**config.mk**
```make
export PLATFORM = sky130hd
export DESIGN_NAME = fifo_page_replacement_core_flat
export DESIGN_NICKNAME = d
export VERILOG_FILES = /design/src/sv/fpr_pkg.sv /design/src/sv/fpr_if.sv /design/src/sv/fifo_page_replacement_core.sv /design/src/sv/fpr_ctrl.sv /design/src/sv/fpr_dpath.sv /design/src/flat_wrapper.sv
export SDC_FILE = /design/constraint.sdc
export NUM_CORES = 1
export LEC_CHECK = 0
export BUFFER_PORTS_ARGS = -buffer_cell sky130_fd_sc_hd__buf_2
export CORE_MARGIN = 1
export CORE_UTILIZATION = 53
export DETAILED_ROUTE_END_ITERATION = 7
export MAX_ROUTING_LAYER = met4
export PLACE_DENSITY = 0.69
export SETUP_SLACK_MARGIN = 0.15
export SLEW_MARGIN = 20
export SYNTH_ARGS = -nofsm -noshare
export SYNTH_HDL_FRONTEND = slang
export SYNTH_SLANG_ARGS = --single-unit
```
**constraint.sdc**
```tcl
create_clock -name clk -period 7.5 [get_ports clk]
set_clock_uncertainty 0.15 [all_clocks]
set_input_delay 0.75 -clock clk [delete_from_list [all_inputs] [get_ports clk]]
set_output_delay 0.75 -clock clk [all_outputs]
set_load 0.01 [all_outputs]
```
**src/sv/fpr_pkg.sv**
```systemverilog
// Shared constants, types, and the command and result structs for the FIFO page replacement core.
`default_nettype none
package fpr_pkg;

  localparam int FRAMES = 10;
  localparam int FIDX_W = (FRAMES > 1) ? $clog2(FRAMES) : 1;

  localparam int ADDR_W  = 16;
  localparam int PAGE_W  = 13;
  localparam int FRAME_W = 6;
  localparam int FREE_W  = 7;
  localparam int COUNT_W = 16;

  localparam int PROD_W      = 33;
  localparam int RECIP_SHIFT = 19;
  localparam logic [PROD_W-1:0] PAGE_RECIP = PROD_W'(52429);

  localparam logic [COUNT_W-1:0] COUNT_MAX = '1;

  typedef struct packed {
    logic load_addr;
    logic load_page;
    logic commit;
  } dp_cmd_t;

  typedef struct packed {
    logic               hit;
    logic [PAGE_W-1:0]  page_number;
    logic [FRAME_W-1:0] frame_index;
    logic               evicted_valid;
    logic [PAGE_W-1:0]  evicted_page;
    logic [COUNT_W-1:0] fault_count;
  } result_t;

endpackage
`default_nettype wire

```
**src/sv/fpr_if.sv**
```systemverilog
// Valid/ready channel interfaces for the address input and the lookup result.
`default_nettype none
interface fpr_in_if;
  logic                       valid;
  logic                       ready;
  logic [fpr_pkg::ADDR_W-1:0] address;

  modport source (output valid, output address, input ready);
  modport sink (input valid, input address, output ready);
endinterface

interface fpr_out_if;
  logic                        valid;
  logic                        ready;
  logic                        hit;
  logic [fpr_pkg::PAGE_W-1:0]  page_number;
  logic [fpr_pkg::FRAME_W-1:0] frame_index;
  logic                        evicted_valid;
  logic [fpr_pkg::PAGE_W-1:0]  evicted_page;
  logic [fpr_pkg::COUNT_W-1:0] fault_count;

  modport source (output valid, output hit, output page_number, output frame_index,
                  output evicted_valid, output evicted_page, output fault_count,
                  input ready);
  modport sink (input valid, input hit, input page_number, input frame_index,
                input evicted_valid, input evicted_page, input fault_count,
                output ready);
endinterface
`default_nettype wire

```
**src/sv/fifo_page_replacement_core.sv**
```systemverilog
// Top level of the FIFO page replacement core: controller, datapath and channel ports.
// Usage:
//   in_ch carries one instruction address per beat; out_ch returns one result beat per
//   address: hit flag, page number (address / 10), frame index, eviction flag and page,
//   and the saturating fault count.
//   An address beat passes the address register, the page register and then the result
//   register, whose output is the result beat.
//   The divide by the page size and the parallel compare over all frames are each
//   a registered step in the datapath, and the controller takes one address at a time;
//   no new address is taken until the last one is committed to the result register.
//   The next address is taken while a finished result still waits in the output
//   register. If the receiver stalls, the lookup holds until the output register
//   frees, and in_ch.ready stays low meanwhile.
//   Reset (rst_n low, synchronous) empties every frame, sets the free count to the
//   number of frames, the replacement pointer to frame zero and the fault count to
//   zero, and drops any pending result. No clearing pass follows reset.
`default_nettype none
module fifo_page_replacement_core (
  input  wire logic   clk,
  input  wire logic   rst_n,
  fpr_in_if.sink      in_ch,
  fpr_out_if.source   out_ch
);

  fpr_pkg::dp_cmd_t cmd;
  fpr_pkg::result_t res;

  fpr_ctrl u_ctrl (
    .clk       (clk),
    .rst_n     (rst_n),
    .in_valid  (in_ch.valid),
    .in_ready  (in_ch.ready),
    .out_valid (out_ch.valid),
    .out_ready (out_ch.ready),
    .cmd       (cmd)
  );

  fpr_dpath u_dpath (
    .clk     (clk),
    .rst_n   (rst_n),
    .cmd     (cmd),
    .addr_in (in_ch.address),
    .res     (res)
  );

  assign out_ch.hit           = res.hit;
  assign out_ch.page_number   = res.page_number;
  assign out_ch.frame_index   = res.frame_index;
  assign out_ch.evicted_valid = res.evicted_valid;
  assign out_ch.evicted_page  = res.evicted_page;
  assign out_ch.fault_count   = res.fault_count;

endmodule
`default_nettype wire

```
**src/sv/fpr_ctrl.sv**
```systemverilog
// Controller state machine: sequences divide, lookup and result hand-off.
`default_nettype none
module fpr_ctrl (
  input  wire logic             clk,
  input  wire logic             rst_n,
  input  wire logic             in_valid,
  output logic                  in_ready,
  output logic                  out_valid,
  input  wire logic             out_ready,
  output fpr_pkg::dp_cmd_t      cmd
);

  typedef enum logic [1:0] {
    S_IDLE,
    S_DIV,
    S_LOOK
  } state_t;

  state_t state_r;
  logic   out_valid_r;
  logic   slot_free;

  assign slot_free = !out_valid_r || out_ready;
  assign in_ready  = (state_r == S_IDLE);
  assign out_valid = out_valid_r;

  always_comb begin
    cmd.load_addr = (state_r == S_IDLE) && in_valid;
    cmd.load_page = (state_r == S_DIV);
    cmd.commit    = (state_r == S_LOOK) && slot_free;
  end

  always_ff @(posedge clk) begin
    if (!rst_n) begin
      state_r     <= S_IDLE;
      out_valid_r <= 1'b0;
    end else begin
      if (cmd.commit) begin
        out_valid_r <= 1'b1;
      end else if (out_ready) begin
        out_valid_r <= 1'b0;
      end
      case (state_r)
        S_IDLE: begin
          if (in_valid) begin
            state_r <= S_DIV;
          end
        end
        S_DIV: begin
          state_r <= S_LOOK;
        end
        S_LOOK: begin
          if (slot_free) begin
            state_r <= S_IDLE;
          end
        end
        default: begin
          state_r <= S_IDLE;
        end
      endcase
    end
  end

endmodule
`default_nettype wire

```
**src/sv/fpr_dpath.sv**
```systemverilog
// Datapath: page divide, frame table, parallel lookup, replacement and result register.
`default_nettype none
module fpr_dpath (
  input  wire logic                       clk,
  input  wire logic                       rst_n,
  input  wire fpr_pkg::dp_cmd_t           cmd,
  input  wire logic [fpr_pkg::ADDR_W-1:0] addr_in,
  output fpr_pkg::result_t                res
);

  logic [fpr_pkg::ADDR_W-1:0]  addr_r;
  logic [fpr_pkg::PAGE_W-1:0]  page_r;
  logic [fpr_pkg::PAGE_W-1:0]  frame_page_r [fpr_pkg::FRAMES];
  logic [fpr_pkg::FRAMES-1:0]  frame_valid_r;
  logic [fpr_pkg::FREE_W-1:0]  free_r;
  logic [fpr_pkg::FRAME_W-1:0] ptr_r;
  logic [fpr_pkg::COUNT_W-1:0] faults_r;
  fpr_pkg::result_t            res_r;

  logic [fpr_pkg::PROD_W-1:0]  prod;
  logic                        hit_any;
  logic [fpr_pkg::FRAME_W-1:0] hit_idx;
  logic                        free_any;
  logic [fpr_pkg::FRAME_W-1:0] free_idx;
  logic [fpr_pkg::FRAME_W-1:0] ptr_eff;
  logic [fpr_pkg::FREE_W-1:0]  ptr_inc;
  logic [fpr_pkg::FRAME_W-1:0] ptr_nxt;
  logic                        use_free;
  logic [fpr_pkg::FRAME_W-1:0] slot;
  logic [fpr_pkg::FIDX_W-1:0]  slot_a;
  logic [fpr_pkg::FIDX_W-1:0]  ptr_a;
  logic [fpr_pkg::COUNT_W-1:0] faults_nxt;

  assign prod = {{(fpr_pkg::PROD_W - fpr_pkg::ADDR_W){1'b0}}, addr_r} * fpr_pkg::PAGE_RECIP;

  always_comb begin
    hit_any  = 1'b0;
    hit_idx  = '0;
    free_any = 1'b0;
    free_idx = '0;
    for (int i = fpr_pkg::FRAMES - 1; i >= 0; i--) begin
      if (frame_valid_r[i] && (frame_page_r[i] == page_r)) begin
        hit_any = 1'b1;
        hit_idx = fpr_pkg::FRAME_W'(i);
      end
      if (!frame_valid_r[i]) begin
        free_any = 1'b1;
        free_idx = fpr_pkg::FRAME_W'(i);
      end
    end
  end

  always_comb begin
    ptr_eff    = ({1'b0, ptr_r} < fpr_pkg::FREE_W'(fpr_pkg::FRAMES)) ? ptr_r : '0;
    ptr_inc    = {1'b0, ptr_eff} + fpr_pkg::FREE_W'(1);
    ptr_nxt    = (ptr_inc >= fpr_pkg::FREE_W'(fpr_pkg::FRAMES)) ? '0
                 : ptr_inc[fpr_pkg::FRAME_W-1:0];
    use_free   = (free_r != '0) && free_any;
    slot       = use_free ? free_idx : ptr_eff;
    slot_a     = slot[fpr_pkg::FIDX_W-1:0];
    ptr_a      = ptr_eff[fpr_pkg::FIDX_W-1:0];
    faults_nxt = (faults_r == fpr_pkg::COUNT_MAX) ? faults_r
                 : faults_r + fpr_pkg::COUNT_W'(1);
  end

  always_ff @(posedge clk) begin
    if (cmd.load_addr) begin
      addr_r <= addr_in;
    end
    if (cmd.load_page) begin
      page_r <= prod[fpr_pkg::RECIP_SHIFT +: fpr_pkg::PAGE_W];
    end
    if (cmd.commit && !hit_any) begin
      frame_page_r[slot_a] <= page_r;
    end
    if (cmd.commit) begin
      res_r.page_number <= page_r;
      if (hit_any) begin
        res_r.hit           <= 1'b1;
        res_r.frame_index   <= hit_idx;
        res_r.evicted_valid <= 1'b0;
        res_r.evicted_page  <= '0;
        res_r.fault_count   <= faults_r;
      end else begin
        res_r.hit           <= 1'b0;
        res_r.frame_index   <= slot;
        res_r.evicted_valid <= !use_free;
        res_r.evicted_page  <= use_free ? '0 : frame_page_r[ptr_a];
        res_r.fault_count   <= faults_nxt;
      end
    end
  end

  always_ff @(posedge clk) begin
    if (!rst_n) begin
      frame_valid_r <= '0;
      free_r        <= fpr_pkg::FREE_W'(fpr_pkg::FRAMES);
      ptr_r         <= '0;
      faults_r      <= '0;
    end else if (cmd.commit && !hit_any) begin
      faults_r              <= faults_nxt;
      frame_valid_r[slot_a] <= 1'b1;
      if (use_free) begin
        free_r <= free_r - fpr_pkg::FREE_W'(1);
      end else begin
        free_r <= '0;
        ptr_r  <= ptr_nxt;
      end
    end
  end

  assign res = res_r;

endmodule
`default_nettype wire
```
**src/flat_wrapper.sv**
```systemverilog
// flat-port wrapper written by rule: the top's interface ports become plain ports
module fifo_page_replacement_core_flat 
  (clk, rst_n, in_ch_valid, in_ch_address, in_ch_ready, out_ch_valid, out_ch_hit, out_ch_page_number, out_ch_frame_index, out_ch_evicted_valid, out_ch_evicted_page, out_ch_fault_count, out_ch_ready);
  fpr_in_if in_ch_i ();
  fpr_out_if out_ch_i ();
  input  wire logic clk;
  input  wire logic rst_n;
  input wire logic [$bits(in_ch_i.valid)-1:0] in_ch_valid;
  input wire logic [$bits(in_ch_i.address)-1:0] in_ch_address;
  output wire logic [$bits(in_ch_i.ready)-1:0] in_ch_ready;
  output wire logic [$bits(out_ch_i.valid)-1:0] out_ch_valid;
  output wire logic [$bits(out_ch_i.hit)-1:0] out_ch_hit;
  output wire logic [$bits(out_ch_i.page_number)-1:0] out_ch_page_number;
  output wire logic [$bits(out_ch_i.frame_index)-1:0] out_ch_frame_index;
  output wire logic [$bits(out_ch_i.evicted_valid)-1:0] out_ch_evicted_valid;
  output wire logic [$bits(out_ch_i.evicted_page)-1:0] out_ch_evicted_page;
  output wire logic [$bits(out_ch_i.fault_count)-1:0] out_ch_fault_count;
  input wire logic [$bits(out_ch_i.ready)-1:0] out_ch_ready;
  assign in_ch_i.valid = in_ch_valid;
  assign in_ch_i.address = in_ch_address;
  assign in_ch_ready = in_ch_i.ready;
  assign out_ch_valid = out_ch_i.valid;
  assign out_ch_hit = out_ch_i.hit;
  assign out_ch_page_number = out_ch_i.page_number;
  assign out_ch_frame_index = out_ch_i.frame_index;
  assign out_ch_evicted_valid = out_ch_i.evicted_valid;
  assign out_ch_evicted_page = out_ch_i.evicted_page;
  assign out_ch_fault_count = out_ch_i.fault_count;
  assign out_ch_i.ready = out_ch_ready;
  fifo_page_replacement_core u_core (.clk(clk), .rst_n(rst_n), .in_ch(in_ch_i), .out_ch(out_ch_i));
endmodule
```
### Yosys cells after proc, flatten, opt, wreduce, memory -nomap -nowiden

Memories as Yosys holds them, arrays and structs flattened.
Index checks and enable logic that the tools add are counted.

| cells by class | value |
|---|---|
| add/sub/neg operators | 3 |
| $mul | 1 |
| $lt $le $gt $ge | 4 |
| equal/unequal tests | 15 |
| mux-type cells | 57 |
| bitwise logic cells | 2 |
| reduce and logical (&&, ||, !) cells | 25 |

Operators with widths:

| cell | number |
|---|---|
| == test 13 bit | 10 |
| two-way mux 6 bit | 21 |
| two-way mux 36 bit | 1 |
| multiplier 16 x 16 -> 32 bit, second input constant | 1 |
| two-way mux 1 bit | 26 |
| adder 16 x 1 -> 16 bit, second input constant | 1 |
| == test 16 bit, second input constant | 1 |
| two-way mux 16 bit | 1 |
| logical AND 1 bit | 15 |
| two-way mux 13 bit | 1 |
| OR 10 bit | 1 |
| two-way mux 4 bit | 2 |
| adder 6 x 1 -> 7 bit, second input constant | 1 |
| greater-or-equal comparator 7 x 4 -> 1 bit, second input constant | 1 |
| two-way mux 7 bit | 1 |
| nonzero test 7 bit | 1 |
| subtractor 7 x 1 -> 7 bit, second input constant | 1 |
| < comparator 6 x 4 -> 1 bit, second input constant | 1 |
| one-hot mux 2 bit (3 select lines) | 1 |
| < comparator 4 x 5 -> 1 bit, second input constant | 1 |
| demux 1 bit (select 4 bit) | 1 |
| greater-or-equal comparator 4 x 1 -> 1 bit, second input constant | 1 |
| two-way mux 2 bit | 2 |
| != test 2 bit, second input constant | 2 |
| other kinds (9) | 12 |

| word-level totals | value |
|---|---|
| flip-flop bits (word level) | 121 |
| memory bits (writable) | 130 |
| bits of input ports | 20 |
| output and inout port bits | 52 |
| logic and storage cells | 122 |
| memories | 1 |

Memory list:

| name | words | bits a word | read ports | clocked after Yosys merged registers in | wr ports | RTL line | source |
|---|---|---|---|---|---|---|---|
| u_core.u_dpath.frame_page_r | 10 | 13 | 11 | 0 | 1 | fpr_dpath.sv:13 | `logic [fpr_pkg::PAGE_W-1:0] frame_page_r [fpr_pkg::FRAMES];` |

### Depth between registers and ports, before layout

Gate-level depths: netlist (run 1).

| depth | value |
|---|---|
| depth in word-level cells | 17 |
| mapped depth | 21 |
| gate-level depth less buffers | 21 |

### Hierarchy

From an unflattened synthesis (run 1), not the netlist that was laid out.

| unflattened totals | value |
|---|---|
| cell total of the unflattened synthesis | 1411 |
| area, all modules | 16170.5 µm² |

By module, submodules not included:

| module | instances | cells an instance | area each (µm²) |
|---|---|---|---|
| fpr_dpath | 1 | 1398 | 16031.6 |
| fpr_ctrl | 1 | 13 | 138.9 |

### Worst setup path before layout (run 1)

No wires, ideal clock.

| timing path | value |
|---|---|
| path type | reg2reg |
| start | reg u_core.u_dpath.addr_r[3] (netlist bit) |
| end | reg u_core.u_dpath.page_r[3] (netlist bit) (data pin) |
| library setup time | 0.258 ns |
| arrival time | 4.987 ns |
| required time | 7.092 ns |
| setup slack | 2.105 ns |
| stages on the path, launching flop included | 20 |
| clock period less this slack | 5.395 ns |
| cells stage by stage | edfxtp_1 -> ha_1 -> inv_1 -> fa_1 -> inv_1 -> fa_1 -> fa_1 -> fa_1 -> inv_1 -> fa_1 -> inv_1 -> ha_1 -> nand4_1 -> o31ai_1 -> a31oi_1 -> a21boi_0 -> o21ai_0 -> nand2b_1 -> a21oi_1 -> xnor2_1 |

| between the ends | value |
|---|---|
| word-level cells in the longest chain between the ends | 1 |

Ends and longest elaborated chain:

| item | RTL line | source |
|---|---|---|
| from (decl) | fpr_dpath.sv:11 | `logic [fpr_pkg::ADDR_W-1:0] addr_r;` |
| from (signal assigned) | fpr_dpath.sv:68 | `addr_r <= addr_in;` |
| multiplier 16 x 16 -> 32 bit | fpr_dpath.sv:34 | `assign prod = {{(fpr_pkg::PROD_W - fpr_pkg::ADDR_W){1'b0}}, addr_r} * fpr_pkg::PAGE_RECIP;` |
| named net u_core.u_dpath.prod (one bit) | fpr_dpath.sv:20 | `logic [fpr_pkg::PROD_W-1:0] prod;` |
| to (signal assigned) | fpr_dpath.sv:71 | `page_r <= prod[fpr_pkg::RECIP_SHIFT +: fpr_pkg::PAGE_W];` |
| to (decl) | fpr_dpath.sv:12 | `logic [fpr_pkg::PAGE_W-1:0] page_r;` |

The timed path passes the listed nets, and every way through them passes these cells.
A chain may end at the register's enable or synchronous reset.

### Final worst setup path (run 1)

| timing path | value |
|---|---|
| start | reg u_core.u_dpath.addr_r[4] (netlist bit) |
| end | reg u_core.u_dpath.page_r[9] (netlist bit) (data pin) |

Same word-level chain as after synthesis.

==> run metrics, run 1 <==
outcome=complete, no violations; basic-gate share of the synthesized area counting and, or, nand and nor cells=8.98%; DRT iter0 DRCs=706; clk sinks=251; gate count of the mapped netlist=1412; data arrival time at the worst-slack endpoint=approximately 6100 ps; required time reported for the critical path endpoint=7650 ps; total clock buffers created by CTS=27; standard cell core area=0.0298 sq mm; number of buffers inserted for hold repair after clock tree synthesis=0; CP endpoint kind=flip-flop; number of search-and-repair iterations in the first detailed-routing pass=6; count of pins over their slew limit=0; antenna violations before repair=0; mean number of vias per cell=5.59; number of nets at the end of the flow=between 1500 and 2000; clock tree root driver cell=sky130_fd_sc_hd__clkbuf_16; CTS-repair resized insts=0; worst hold path class=input port to flip-flop; number of placement rows=63; Yosys cell types=60; sequential area share after synthesis=44.2%; ANT nets after route=0; vias in the first global route=10800; top cells by count, synth=209 x sky130_fd_sc_hd__edfxtp_1, 188 x sky130_fd_sc_hd__inv_1, 160 x sky130_fd_sc_hd__xnor2_1; Startpoint Class=flip-flop; largest net degree at the start of global routing=83; wire length of the first global-routing pass=57.9 mm; Max-slew headroom=28.6%; multiplexer area fraction after synthesis=about 2.8%; Static Leakage=7.01 nW; top cells by area, synth=sky130_fd_sc_hd__edfxtp_1 39%, sky130_fd_sc_hd__ha_1 10%, sky130_fd_sc_hd__fa_1 9.8%; CTS HTree Levels=1; area share of the largest cell type after synthesis=38.9%; final critical delay including setup and external delays=5920 ps; ratio of final minimum period to clock period=78.9%; GRT Resource Usage Total=24.8%; Post-Synth XOR/XNOR Area=around a tenth; number of synthesized register bits=roughly 250; # diodes=0; number of endpoints with negative hold slack in the final report=0; routability congestion estimate=~0.94; most common flop cell mapped by yosys=sky130_fd_sc_hd__edfxtp_1; Port-buffer cells=just over 70; Setup-failing EPs final=0; post-synthesis share of cell area spent on full adders, half adders and majority gates=20.3%; fraction of the mapped netlist area in compound gates=7.79%; synthesis-to-finish area growth=11.1%; clock slew at the register clock pins of the worst setup and hold paths=60 ps; overall die area=0.0311 sq mm; category of the critical setup timing path=flip-flop to flip-flop; post-detailed-route DRC marker count=0; cell accounting for the most synthesized area=sky130_fd_sc_hd__edfxtp_1; Clock Tree Buf Depth=3; setup tns final=0 ps; final core utilization=roughly 60%; clk_lat worst skew=550 ps; Max Cap Viol=0; fraction of registers with async set or reset after synthesis=0%; mean area per synthesized cell=approximately 11 sq um; dominant cell by count in the synthesized netlist=sky130_fd_sc_hd__edfxtp_1; count of flip-flops with a built-in enable after synthesis=209; height of the chip=between 150 and 200 um; highest clock rate=169 MHz; combinational family with the most area after synthesis=adder cells; share of cells above drive strength 1=approximately an eighth; DPL Wire Length=26.6 mm; die width=176 um; CTS tree=built; critical-path maximum fanout=6; number of top-level design ports=72; ratio of total power to cell area=324 mW/mm^2; count of buffers added by post-CTS timing repair for setup=0; largest vdd supply drop=263 uV; via total after detailed routing=between 10000 and 15000; routed length per instance=19.2 um; setup repair after global routing missed its margin=false; Worst Max-Slew Pin Slew=1070 ps; Detailed Route WL=36.4 mm; Yosys Warn Count=0; area of the mapped netlist=approximately 0.016 sq mm; GR Overflow Total=0; effective utilization at floorplan=54.1%
==> critical path, cell delays in order, from the launching register on <==
cell and delay [ps]:
sky130_fd_sc_hd__edfxtp_1 510, sky130_fd_sc_hd__ha_1 370, sky130_fd_sc_hd__inv_1 60, sky130_fd_sc_hd__fa_1 500
sky130_fd_sc_hd__inv_1 60, sky130_fd_sc_hd__fa_1 510, sky130_fd_sc_hd__fa_1 540, sky130_fd_sc_hd__fa_1 550
sky130_fd_sc_hd__inv_1 60, sky130_fd_sc_hd__fa_1 530, sky130_fd_sc_hd__inv_1 40, sky130_fd_sc_hd__ha_1 300
sky130_fd_sc_hd__nand4_1 120, sky130_fd_sc_hd__o31ai_1 270, sky130_fd_sc_hd__a31oi_1 130, sky130_fd_sc_hd__o211ai_1 430
sky130_fd_sc_hd__and3_1 270, sky130_fd_sc_hd__o21a_1 120, sky130_fd_sc_hd__nor2_1 40, sky130_fd_sc_hd__xnor2_1 110
==> power breakdown <==
part | internal [mW] | leakage (nW) | switching (mW)
Clock | 0.892 | 0.488 | 0.553
Sequential | 1.73 | 2.23 | 0.0805
Combinational | 1.08 | 4.29 | 1.47
Total | 3.71 | 7.01 | 2.10
==> per-stage QoR <==
step,worst slack (ps),power [mW],cells,hold WS (ps),cell area [sq um]
global placement,1730,4.33,1843,316,16900
floorplan,2110,3.79,1413,303,16100
finish,1580,5.81,1894,228,17900
global route,1310,6.25,1894,222,17900
detailed placement,1610,4.38,1843,319,16900
CTS,1620,5.85,1893,215,17900
==> cell families after synthesis <==
family / count (synthesis)
AOI/OAI and AO/OA: 199
muxes: 43
other: 1
buffers and inverters: 245
and+or+nand+nor: 283
xor gates and xnor gates: 176
adders and majority gates: 214
DFF: 251
==> state kept, by name, summed over array words and instances (netlist names) <==
| register | flops |
|---|---|
| u_core.u_dpath.free_r | 7 |
| u_core.u_dpath.frame_valid_r | 10 |
| u_core.u_dpath.page_r | 13 |
| u_core.u_ctrl.state_r | 2 |
| u_core.u_dpath.addr_r | 16 |
| u_core.u_dpath.frame_page_r | 130 |
| u_core.u_dpath.faults_r | 16 |
| u_core.u_dpath.res | 50 |
| u_core.u_dpath.ptr_r | 6 |
| u_core.u_ctrl.out_valid | 1 |
==> cell type report <==
class,instances,area [sq um]
fill,2433,11900
multi-input combinational,917,8050
sequential,251,7120
clock buffer,33,759
inverter,188,706
timing repair buffer,98,571
tap,390,488
clock inverter,17,224
==> routing by layer <==
metal | global-route usage, % | part of all wire [%] | vias up
met2 | 41.4 | 49 | 268
met1 | 32.8 | 44 | 5200
met3 | 2.09 | 4.9 | 53
met4 | 6.07 | 2.2 | 0
li1 | - | - | 5061
met5 | - | 0 | -
==> placed cells by master, fill, tap and decap left out, drive strengths merged, types with 5 or more instances in the layout <==
master,instances
edfxtp,209
inv,189
xnor2,160
ha,135
buf,98
fa,79
nor2,65
nand2,65
nand4,52
a31oi,49
a21oi,46
dfxtp,42
o21ai,41
clkbuf,33
mux2i,29
nor3,18
nor2b,17
nor4,17
xor2,16
and3,15
mux2,14
o21a,13
o221ai,13
and2,11
clkinv,10
nand2b,8
nand3,7
o211ai,5
a211oi,5
bufinv,5
==> final timing paths <==
kind,startpoint,endpoint,cells after the start,slack (ps)
max,u_core.u_dpath.addr_r[4]$_DFFE_PP_,u_core.u_dpath.page_r[9]$_DFFE_PN_,19,1580
min,in_ch_address[6],u_core.u_dpath.addr_r[6]$_DFFE_PP_,1,230
max reg2reg,u_core.u_dpath.addr_r[4]$_DFFE_PP_,u_core.u_dpath.page_r[9]$_DFFE_PN_,19,1580
min reg2reg,u_core.u_dpath.ptr_r[5]$_SDFFE_PN0P_,u_core.u_dpath.ptr_r[5]$_SDFFE_PN0P_,1,330
No activity file was read; power rests on OpenSTA's default activity.
==> run 2, diff against run 1 <==
==> constraint.sdc (replaced) <==
create_clock -name clk -period 6.2 [get_ports clk]
set_clock_uncertainty 0.15 [all_clocks]
set_input_delay 0.62 -clock clk [delete_from_list [all_inputs] [get_ports clk]]
set_output_delay 0.62 -clock clk [all_outputs]
set_load 0.01 [all_outputs]
==> run 2 against run 1 <==
Effect of this change: die area stayed put; clock-buffer cell count is 1 higher; utilization is 0.27 points higher; non-clock buffer count is 12 higher; via count is 0.98% higher; global-route usage is 0.44 points higher; sequential share of layout area is 0.18 points lower; clock power is 21% higher; register-to-register slack worse by 1200 ps; critical path depth is 1 higher; highest routed layer unchanged.
==> run metrics, run 2 (synthesized netlist as in run 1, its figures left out) <==
outcome=complete, no violations (unchanged); FF+latch area=0.00712 sq mm (unchanged); die width=176 um (unchanged); number of buffers inserted for hold repair after clock tree synthesis=0 (unchanged); GR Overflow Total=0 (unchanged); category of the critical setup timing path=flip-flop to flip-flop (unchanged); setup tns final=0 ps (unchanged); master of the slowest instance on the critical path=sky130_fd_sc_hd__fa_1 (unchanged); Crit path buffers/inverters=4 (unchanged); largest net degree at the start of global routing=83 (unchanged); effective utilization at floorplan=54.1% (unchanged); number of search-and-repair iterations in the first detailed-routing pass=5 (was 6); cell family with most CP delay=adder cells (unchanged); final-layout fill cell count=2431 (was 2433); Port-buffer cells=71 (unchanged); Placed Cells=1850 (was 1843); footprint of the multi-input gates=0.00805 sq mm (about the same); Final Power=7.15 mW (was 5.81 mW); Max Cap Viol=0 (unchanged); wire length of the first global-routing pass=58.7 mm (was 57.9 mm); # diodes=0 (unchanged); DRT iter0 DRCs=736 (was 706); setup repair after global routing missed its margin=true (was false); number of placement rows=63 (unchanged); post-route non-filler standard cell count=1908 (was 1894); CTS HTree Levels=1 (unchanged); routed length per instance=19.5 um (was 19.2 um); Detailed Route WL=37.1 mm (was 36.4 mm); worst hold path class=input port to flip-flop (unchanged); routability congestion estimate=0.945 (was 0.940); standard cell core area=0.0298 sq mm (unchanged); Worst Max-Slew Pin Slew=972 ps (was 1070 ps); CP endpoint kind=flip-flop (unchanged); number of nets at the end of the flow=1730 (was 1717); synthesis-to-finish area growth=11.6% (was 11.1%); largest stage delay on the critical path=530 ps (was 550 ps); Startpoint Class=flip-flop (unchanged); cell-by-cell trace of the critical path=ha_2, xor2_1, ha_1, fa_1, inv_1, fa_1, inv_1, fa_1, inv_1, fa_1, inv_1, ha_1, a211oi_1, a2bb2oi_1, a32oi_1, o211ai_1, a31oi_1, nand2b_1, a21oi_1, xnor2_1 (was ha_1, inv_1, fa_1, inv_1, fa_1, fa_1, fa_1, inv_1, fa_1, inv_1, ha_1, nand4_1, o31ai_1, a31oi_1, o211ai_1, and3_1, o21a_1, nor2_1, xnor2_1); ratio of total power to cell area=398 mW/mm^2 (was 324 mW/mm^2); clk sinks=251 (unchanged); CTS tree=built (unchanged); Max-slew headroom=34.6% (was 28.6%); highest clock rate=172 MHz (was 169 MHz); critical-path maximum fanout=6 (unchanged); clock tree root driver cell=sky130_fd_sc_hd__clkbuf_16 (unchanged); internal power summed over all cells=4.54 mW (was 3.71 mW); clk_lat worst skew=550 ps (about the same); Setup-failing EPs final=0 (unchanged); DPL Wire Length=27.3 mm (was 26.6 mm); antenna violations before repair=0 (unchanged); mean number of vias per cell=5.60 (was 5.59); GRT Resource Usage Total=25.2% (was 24.8%); top register by number of flip-flops=u_core.u_dpath.frame_page_r (unchanged); ratio of final minimum period to clock period=93.9% (was 78.9%); flip-flop count of the largest register, all copies and words added=130 (unchanged); largest vdd supply drop=265 uV (was 263 uV); post-detailed-route DRC marker count=0 (unchanged); clock group share of total power=24.6% (was 24.9%); height of the chip=176 um (unchanged); ANT nets after route=0 (unchanged); number of endpoints with negative hold slack in the final report=0 (unchanged); most frequent cells in the layout=209 x sky130_fd_sc_hd__edfxtp_1, 188 x sky130_fd_sc_hd__inv_1, 160 x sky130_fd_sc_hd__xnor2_1 (unchanged); via total after detailed routing=10700 (was 10600); Clock Tree Buf Depth=3 (unchanged); DP Worst Slack=321 ps (was 1610 ps); share of cells above drive strength 1=12.8% (was 12.0%); total clock buffers created by CTS=28 (was 27); count of pins over their slew limit=0 (unchanged); overall die area=0.0311 sq mm (unchanged); data arrival time at the worst-slack endpoint=5970 ps (was 6070 ps); most common cell after layout, fill and taps aside=sky130_fd_sc_hd__edfxtp_1 (unchanged); vias in the first global route=11000 (was 10800); combinational group share of total power=43.3% (was 43.9%); register share of total power=32.0% (was 31.2%); Static Leakage=7.05 nW (was 7.01 nW); number of top-level design ports=72 (unchanged); Setup WS post-layout=378 ps (was 1580 ps); Sw Ratio=36.5% (was 36.1%); final critical delay including setup and external delays=5820 ps (was 5920 ps); clock slew at the register clock pins of the worst setup and hold paths=60 ps (about the same); Sw Pwr=2.61 mW (was 2.10 mW); required time reported for the critical path endpoint=6350 ps (was 7650 ps)
[run 2: power groups by stage]
stage	Clock [mW]	Sequential [mW]	Combinational, mW
after floorplan	0	2.22	2.37
after global placement	0	2.32	2.94
after detailed placement	0	2.32	3.02
after CTS	1.79	2.29	3.05
after global routing	1.85	2.30	3.53
final	1.76	2.29	3.10
[run 2: final cells by class]
cell class | count | area share [%]
Sequential cell | 251 | 39.6
Clock buffer | 34 | 4.02
Inverter | 188 | 3.92
Timing Repair Buffer | 110 | 3.60
Clock inverter | 18 | 1.43
Multi-Input combinational cell | 917 | 44.7
Tap cell | 390 | 2.71
[run 2: metal layers]
metal / global-route usage (%) / routed length, um / vias up
met4: 6.21 / 738 / 0
met5: - / 0 / -
met3: 3.25 / 2020 / 58
met1: 32.8 / 16200 / 5244
met2: 41.8 / 18200 / 285
li1: - / - / 5099
[run 2: final timing paths]
kind                                         from                                    to  slack [ps]  cells past startpoint
max            u_core.u_dpath.addr_r[5]$_DFFE_PP_   u_core.u_dpath.page_r[11]$_DFFE_PN_         380                     20
min                              in_ch_address[3]    u_core.u_dpath.addr_r[3]$_DFFE_PP_         100                      1
max reg2reg    u_core.u_dpath.addr_r[5]$_DFFE_PP_   u_core.u_dpath.page_r[11]$_DFFE_PN_         380                     20
min reg2reg  u_core.u_dpath.ptr_r[5]$_SDFFE_PN0P_  u_core.u_dpath.ptr_r[5]$_SDFFE_PN0P_         330                      1
[run 2: metrics by stage]
step                      cell area, sq um  hold slack (ps)  util, %
final                                18000              102     60.4
after CTS                            17900             89.9     60.2
after global placement               16900              317     56.9
after detailed placement             16900              318     56.9
after global routing                 18000             87.5     60.4
after floorplan                      16100              303        -
[run 2: what timing repair did]
item / in CTS / in global routing
gates resized for setup: 0 / 6
setup buffers: 0 / 6
endpoints found under the setup margin: 0 / 3
